## src/sv/spq_pkg.sv

```systemverilog
`timescale 1ns / 1ps

package spq_pkg;

  localparam int VALUE_W = 32;
  localparam int PRIO_W  = 16;
  localparam int COUNT_W = 5;
  localparam int STATUS_W = 2;

  localparam logic OP_ENQUEUE = 1'b0;
  localparam logic OP_DEQUEUE = 1'b1;

  localparam logic [STATUS_W-1:0] ST_DONE  = 2'd0;
  localparam logic [STATUS_W-1:0] ST_FULL  = 2'd1;
  localparam logic [STATUS_W-1:0] ST_EMPTY = 2'd2;

  typedef enum logic {
    CMD_ENQ,
    CMD_DEQ
  } cmd_kind_t;

  // One classified command on its way from the front to the back.
  typedef struct packed {
    cmd_kind_t                  kind;
    logic signed [VALUE_W-1:0]  value;
    logic signed [PRIO_W-1:0]   prio;
  } cmd_t;

  // Queue handshake between the front and the back.
  typedef struct packed {
    logic valid;
    cmd_t cmd;
  } cmd_chan_t;

endpackage

```

## src/sv/spq_front.sv

```systemverilog
`timescale 1ns / 1ps

module spq_front (
  input  logic                                clk,
  input  logic                                rst,
  input  logic                                in_valid,
  output logic                                in_stall,
  input  logic                                opcode,
  input  logic signed [spq_pkg::VALUE_W-1:0]  item_value,
  input  logic signed [spq_pkg::PRIO_W-1:0]   item_priority,
  output spq_pkg::cmd_chan_t                  cmd_out,
  input  logic                                cmd_pop
);

  spq_pkg::cmd_t slot [2];
  logic       wr_ptr;
  logic       rd_ptr;
  logic [1:0] fill;
  logic       push;
  logic       pop;
  spq_pkg::cmd_t in_cmd;

  assign in_stall = (fill == 2'd2);
  assign push     = in_valid && !in_stall;
  assign pop      = cmd_pop && (fill != 2'd0);

  always_comb begin
    in_cmd.kind  = (opcode == spq_pkg::OP_DEQUEUE) ? spq_pkg::CMD_DEQ : spq_pkg::CMD_ENQ;
    in_cmd.value = item_value;
    in_cmd.prio  = item_priority;
  end

  assign cmd_out.valid = (fill != 2'd0);
  assign cmd_out.cmd   = slot[rd_ptr];

  always_ff @(posedge clk) begin
    if (push) begin
      slot[wr_ptr] <= in_cmd;
    end
  end

  always_ff @(posedge clk) begin
    if (rst) begin
      wr_ptr <= 1'b0;
      rd_ptr <= 1'b0;
      fill   <= 2'd0;
    end else begin
      if (push) wr_ptr <= ~wr_ptr;
      if (pop)  rd_ptr <= ~rd_ptr;
      unique case ({push, pop})
        2'b10:   fill <= fill + 2'd1;
        2'b01:   fill <= fill - 2'd1;
        default: fill <= fill;
      endcase
    end
  end

endmodule

```

## src/sv/spq_back.sv

```systemverilog
`timescale 1ns / 1ps

module spq_back #(
  parameter int CAPACITY = 16
) (
  input  logic                                clk,
  input  logic                                rst,
  input  spq_pkg::cmd_chan_t                  cmd_in,
  output logic                                cmd_pop,
  output logic                                out_valid,
  input  logic                                out_stall,
  output logic signed [spq_pkg::VALUE_W-1:0]  head_value,
  output logic signed [spq_pkg::PRIO_W-1:0]   head_priority,
  output logic [spq_pkg::COUNT_W-1:0]         entry_count,
  output logic [spq_pkg::STATUS_W-1:0]        status
);

  localparam int CNT_W = $clog2(CAPACITY + 1);

  logic signed [spq_pkg::VALUE_W-1:0] cell_val      [CAPACITY];
  logic signed [spq_pkg::PRIO_W-1:0]  cell_pri      [CAPACITY];
  logic signed [spq_pkg::VALUE_W-1:0] cell_val_next [CAPACITY];
  logic signed [spq_pkg::PRIO_W-1:0]  cell_pri_next [CAPACITY];
  logic [CAPACITY-1:0] ge;
  logic [CAPACITY-1:0] ge_prev;

  logic [CNT_W-1:0]   cnt;
  logic [CNT_W-1:0]   cnt_next;
  logic [CNT_W+4:0]   cnt_ext;
  logic               full;
  logic               empty;
  logic               fire;
  logic               do_enq;
  logic               do_deq;
  logic [spq_pkg::STATUS_W-1:0] status_next;

  assign full  = (cnt == CNT_W'(CAPACITY));
  assign empty = (cnt == '0);
  assign fire  = cmd_in.valid && (!out_valid || !out_stall);
  assign cmd_pop = fire;

  assign do_enq = fire && (cmd_in.cmd.kind == spq_pkg::CMD_ENQ) && !full;
  assign do_deq = fire && (cmd_in.cmd.kind == spq_pkg::CMD_DEQ) && !empty;

  // Each cell holds if its entry stays ahead of the new one.
  always_comb begin
    for (int i = 0; i < CAPACITY; i++) begin
      ge[i] = (CNT_W'(i) < cnt) && (cell_pri[i] >= cmd_in.cmd.prio);
    end
    ge_prev[0] = 1'b1;
    for (int i = 1; i < CAPACITY; i++) begin
      ge_prev[i] = ge[i-1];
    end
  end

  always_comb begin
    for (int i = 0; i < CAPACITY; i++) begin
      cell_val_next[i] = cell_val[i];
      cell_pri_next[i] = cell_pri[i];
    end
    if (do_enq) begin
      if (!ge[0]) begin
        cell_val_next[0] = cmd_in.cmd.value;
        cell_pri_next[0] = cmd_in.cmd.prio;
      end
      for (int i = 1; i < CAPACITY; i++) begin
        if (!ge[i]) begin
          if (ge_prev[i]) begin
            cell_val_next[i] = cmd_in.cmd.value;
            cell_pri_next[i] = cmd_in.cmd.prio;
          end else begin
            cell_val_next[i] = cell_val[i-1];
            cell_pri_next[i] = cell_pri[i-1];
          end
        end
      end
    end else if (do_deq) begin
      // Advance every entry one cell toward the head.
      for (int i = 0; i < CAPACITY - 1; i++) begin
        cell_val_next[i] = cell_val[i+1];
        cell_pri_next[i] = cell_pri[i+1];
      end
    end
  end

  always_comb begin
    cnt_next    = cnt;
    status_next = spq_pkg::ST_DONE;
    if (cmd_in.cmd.kind == spq_pkg::CMD_ENQ) begin
      if (full) status_next = spq_pkg::ST_FULL;
      else      cnt_next    = cnt + CNT_W'(1);
    end else begin
      if (empty) status_next = spq_pkg::ST_EMPTY;
      else       cnt_next    = cnt - CNT_W'(1);
    end
  end

  assign cnt_ext = {5'd0, cnt_next};

  always_ff @(posedge clk) begin
    for (int i = 0; i < CAPACITY; i++) begin
      cell_val[i] <= cell_val_next[i];
      cell_pri[i] <= cell_pri_next[i];
    end
    if (fire) begin
      if (cnt_next == '0) begin
        head_value    <= '0;
        head_priority <= '0;
      end else begin
        head_value    <= cell_val_next[0];
        head_priority <= cell_pri_next[0];
      end
      entry_count <= cnt_ext[spq_pkg::COUNT_W-1:0];
      status      <= status_next;
    end
  end

  always_ff @(posedge clk) begin
    if (rst) begin
      cnt       <= '0;
      out_valid <= 1'b0;
    end else begin
      if (fire) begin
        cnt       <= cnt_next;
        out_valid <= 1'b1;
      end else if (!out_stall) begin
        out_valid <= 1'b0;
      end
    end
  end

endmodule

```

## src/sv/sorted_priority_queue.sv

```systemverilog
`timescale 1ns / 1ps
// Channel   Handshake             Word
// input     in_valid / in_stall   opcode, item_value, item_priority
// output    out_valid / out_stall head_value, head_priority, entry_count, status
//
// One item per cycle sustained while out_stall is low: a two-word command queue
// feeds a row of compare cells that inserts or pops, and the result word
// is registered at the edge at which the command leaves the queue.
// When nothing stalls, an accepted word passes through a command queue slot and then the result register.
// rst (synchronous) empties the command queue and the entry count.
// out_stall holds the result register; in_stall rises only when the queue is full.

module sorted_priority_queue #(
  parameter int CAPACITY = 16
) (
  input  logic                                clk,
  input  logic                                rst,
  input  logic                                in_valid,
  output logic                                in_stall,
  input  logic                                opcode,
  input  logic signed [spq_pkg::VALUE_W-1:0]  item_value,
  input  logic signed [spq_pkg::PRIO_W-1:0]   item_priority,
  output logic                                out_valid,
  input  logic                                out_stall,
  output logic signed [spq_pkg::VALUE_W-1:0]  head_value,
  output logic signed [spq_pkg::PRIO_W-1:0]   head_priority,
  output logic [spq_pkg::COUNT_W-1:0]         entry_count,
  output logic [spq_pkg::STATUS_W-1:0]        status
);

  spq_pkg::cmd_chan_t cmd_chan;
  logic               cmd_pop;

  spq_front u_front (
    .clk           (clk),
    .rst           (rst),
    .in_valid      (in_valid),
    .in_stall      (in_stall),
    .opcode        (opcode),
    .item_value    (item_value),
    .item_priority (item_priority),
    .cmd_out       (cmd_chan),
    .cmd_pop       (cmd_pop)
  );

  spq_back #(
    .CAPACITY (CAPACITY)
  ) u_back (
    .clk           (clk),
    .rst           (rst),
    .cmd_in        (cmd_chan),
    .cmd_pop       (cmd_pop),
    .out_valid     (out_valid),
    .out_stall     (out_stall),
    .head_value    (head_value),
    .head_priority (head_priority),
    .entry_count   (entry_count),
    .status        (status)
  );

endmodule

```

## config.mk

```make
export PLATFORM = sky130hd
export DESIGN_NAME = sorted_priority_queue
export DESIGN_NICKNAME = d
export VERILOG_FILES = /design/src/sv/spq_pkg.sv /design/src/sv/spq_front.sv /design/src/sv/spq_back.sv /design/src/sv/sorted_priority_queue.sv
export SDC_FILE = /design/constraint.sdc
export NUM_CORES = 2
export LEC_CHECK = 0
export ABC_AREA = 1
export BUFFER_PORTS_ARGS = -buffer_cell sky130_fd_sc_hd__buf_2
export CAP_MARGIN = 20
export CELL_PAD_IN_SITES_DETAIL_PLACEMENT = 2
export CELL_PAD_IN_SITES_GLOBAL_PLACEMENT = 2
export CORE_MARGIN = 3
export CORE_UTILIZATION = 42
export DETAILED_ROUTE_END_ITERATION = 16
export GPL_ROUTABILITY_DRIVEN = 0
export HOLD_SLACK_MARGIN = 0.05
export PLACE_DENSITY = 0.95
export SLEW_MARGIN = 20
export SYNTH_ARGS = -nofsm -noshare
export SYNTH_HDL_FRONTEND = slang
export SYNTH_SLANG_ARGS = --single-unit
```

## constraint.sdc

```tcl
create_clock -name clk -period 10.2 [get_ports clk]
set_input_delay 1.02 -clock clk [delete_from_list [all_inputs] [get_ports clk]]
set_output_delay 1.02 -clock clk [all_outputs]
set_load 0.1 [all_outputs]
```

==> qor.yml <==
status:
  outcome: "finished, final reports clean"
clock_network:
  clk_pin_slew_worst_paths_ns: 0.08
  cts_num_sinks: 932
  cts_resized: 0
  cts_hold_buffers: 0
  clk_path_buf_depth: 3
  htree_levels: 3
  cts_tree: "yes"
  clock_latency_ns: 0.80
  cts_setup_buffers: 0
  cts-root-buf: "clkbuf_16"
  cts_buffers: 107
final_layout:
  fin_nets: 7194
  final_common_cell: "nand2_1"
  final_cell_mix: "nand2_1 (2300), nand3_1 (1427), edfxtp_1 (873)"
  drive_gt1_frac: 0.07943
  synthToLayoutAreaGrowth_pct: 11.08
  finalNonFillerCells: 8730
timing:
  tns_ns: 0
  clock_skew_ns: 0.06203
  slew_violations: 0
  hold_viol_final: 0
  fin_ws_ns: 3.569
  worst_slew_pin_slew_ns: 1.219
  fin_crit_ns: 6.631
  grt_setup_unrepaired: "no"
  hold_ws_ns: 0.4195
  relSlewSlack: 0.1873
  fin_crit_sh: 0.6501
  finalSetupViolCount: 0
  max_freq_mhz: 150.8
worst_setup_path:
  criticalPathCategory: "reg -> reg"
  crit_fanout: 49
  cp_data_arrival_time_ns: 7.04
  worst-path-buf-inv: 7
  cpMostUsedCell: "buf_4"
  required_ns: 10.61
  slowest_stage: "nand2_2"
  cpPeakStageDelay_ns: 0.92
  cp-end-kind: "flop"
  worstPathCellList: "buf_4 > o21ai_1 > buf_4 > inv_1 > buf_4 > ha_1 > inv_1 > a21oi_1 > o21ai_0 > nand2_1 > nand3_1 > nand2_1 > nand3_2 > buf_4 > nand2_2 > nand2_1 > nand2_2 > buf_4"
  path_delay_family: "buffers and inverters"
  crit_path_start_kind: "flop"
global_routing:
  grt_start_max_net_pins: 204
  grt_pass1_vias: 65260
  met2_usage: 0.7304
  grt_util_all_layers: 0.4848
  grt_pass1_wl_um: 487900
  use_met1: 0.6188
  use_met3: 0.1366
  busiest_layer: "met2"
  gr-total-overflow: 0
  grt_antenna_before_repair: 26
detailed_routing:
  routedWlPerCell_um: 39.03
  ant_nets: 0
  drt_iter0_drc: 10920
  viasPerCell: 7.066
  drcViolationCount: 0
  dr.pass1.iters: 6
  vias: 61690
  routed_wl_um: 340800
logic_synthesis:
  yosys_warnings: 0
  syn_nets: 7333
  synth_edf_count: 873
  yosysSeqAreaShare: 0.4927
  syn-instance-count: 7020
  ys_ff_latch: 932
  async_flop_share: 0
  synth_area_mm2: 0.05561
  synth_cell_types: 38
  synth_ff_type: "edfxtp_1"
  avgSynthCellArea_um2: 7.921
floorplanning:
  die_w_um: 369.9
  fp.dieH_um: 369.9
  dieArea_mm2: 0.1368
  num_rows: 132
  coreArea_mm2: 0.1305
  initial_core_util: 0.4262
  ios: 110
run:
  cap_violations: 0
hold_path:
  hold_path.class: "in -> reg"
placement:
  pre_cts_ws_ns: 4.291
  port_buffers: 109
  hpwlAfterDp_um: 169600
  dp_cells: 8514
==> worst paths after layout <==
path,startpoint,endpoint,slack [ns],cells after the start
setup / recovery,flop,u_back.cell_val[1][18],3.57,18
hold / removal,item_priority[3],u_front.slot[0][3],0.42,1
setup reg to reg,flop,u_back.cell_val[1][18],3.57,18
hold reg to reg,u_front.rd_ptr,u_front.rd_ptr,0.54,1
==> per-stage QoR <==
| stage | util | instance area (um2) |
|---|---|---|
| floorplan | - | 55610 |
| global placement | 0.4425 | 57740 |
| finish | 0.4734 | 61770 |
| detailed placement | 0.4425 | 57740 |
| global route | 0.4733 | 61750 |
| CTS | 0.4731 | 61730 |
==> flip-flops by register name, summed over array words and instances (netlist names), named ones only <==
| register | count |
|---|---|
| u_front.wr_ptr | 1 |
| u_back.status | 2 |
| u_back.cell_val | 512 |
| u_back.cell_pri | 256 |
| u_back.entry_count | 5 |
| u_front.slot | 98 |
| u_front.fill | 2 |
| u_back.head_priority | 16 |
| u_back.out_valid | 1 |
| u_front.rd_ptr | 1 |
| u_back.cnt | 5 |
| u_back.head_value | 32 |
==> layout make-up <==
type	instances	area, um2
inverter	826	3109
tap	1742	2180
fill	14180	68700
multi-input combinational	4783	23540
clock buffer	121	2811
antenna	13	32.53
timing repair buffer	231	1519
sequential	932	27400
clock inverter	82	1177
==> metal layers <==
metal / up-vias / wire, um
li1: 22870 / -
met5: - / 192
met4: 28 / 24590
met1: 30550 / 121700
met2: 6407 / 147300
met3: 1828 / 46950
==> logic make-up after synthesis <==
logic type | Yosys count | synth area share
compound gates | 511 | 0.04676
xor+xnor | 3 | 0.0004726
fa+ha+maj | 260 | 0.05850
buf+inv | 1305 | 0.09306
flops | 932 | 0.4927
mux | 1 | 0.0001800
simple gates | 4008 | 0.3084
==> synth_stat cells, drive strengths merged (2+ instances only) <==
cell	n	area (um2)
nand2	2336	8768
nand3	1442	7217
edfxtp	873	26220
inv	825	3097
ha	260	3253
o21ai	260	1301
clkbuf	241	904.6
buf	238	1170
a21oi	235	1180
nor2	116	452.9
dfxtp	59	1181
nand4	50	312.8
or2	50	312.8
nor3	10	55.05
o21bai	8	60.06
a21o	3	22.52
nand3b	2	15.01
xor2	2	17.52
Power is not shown: default switching activity piles up to over one toggle a cycle in this logic, so the estimate is an artifact.
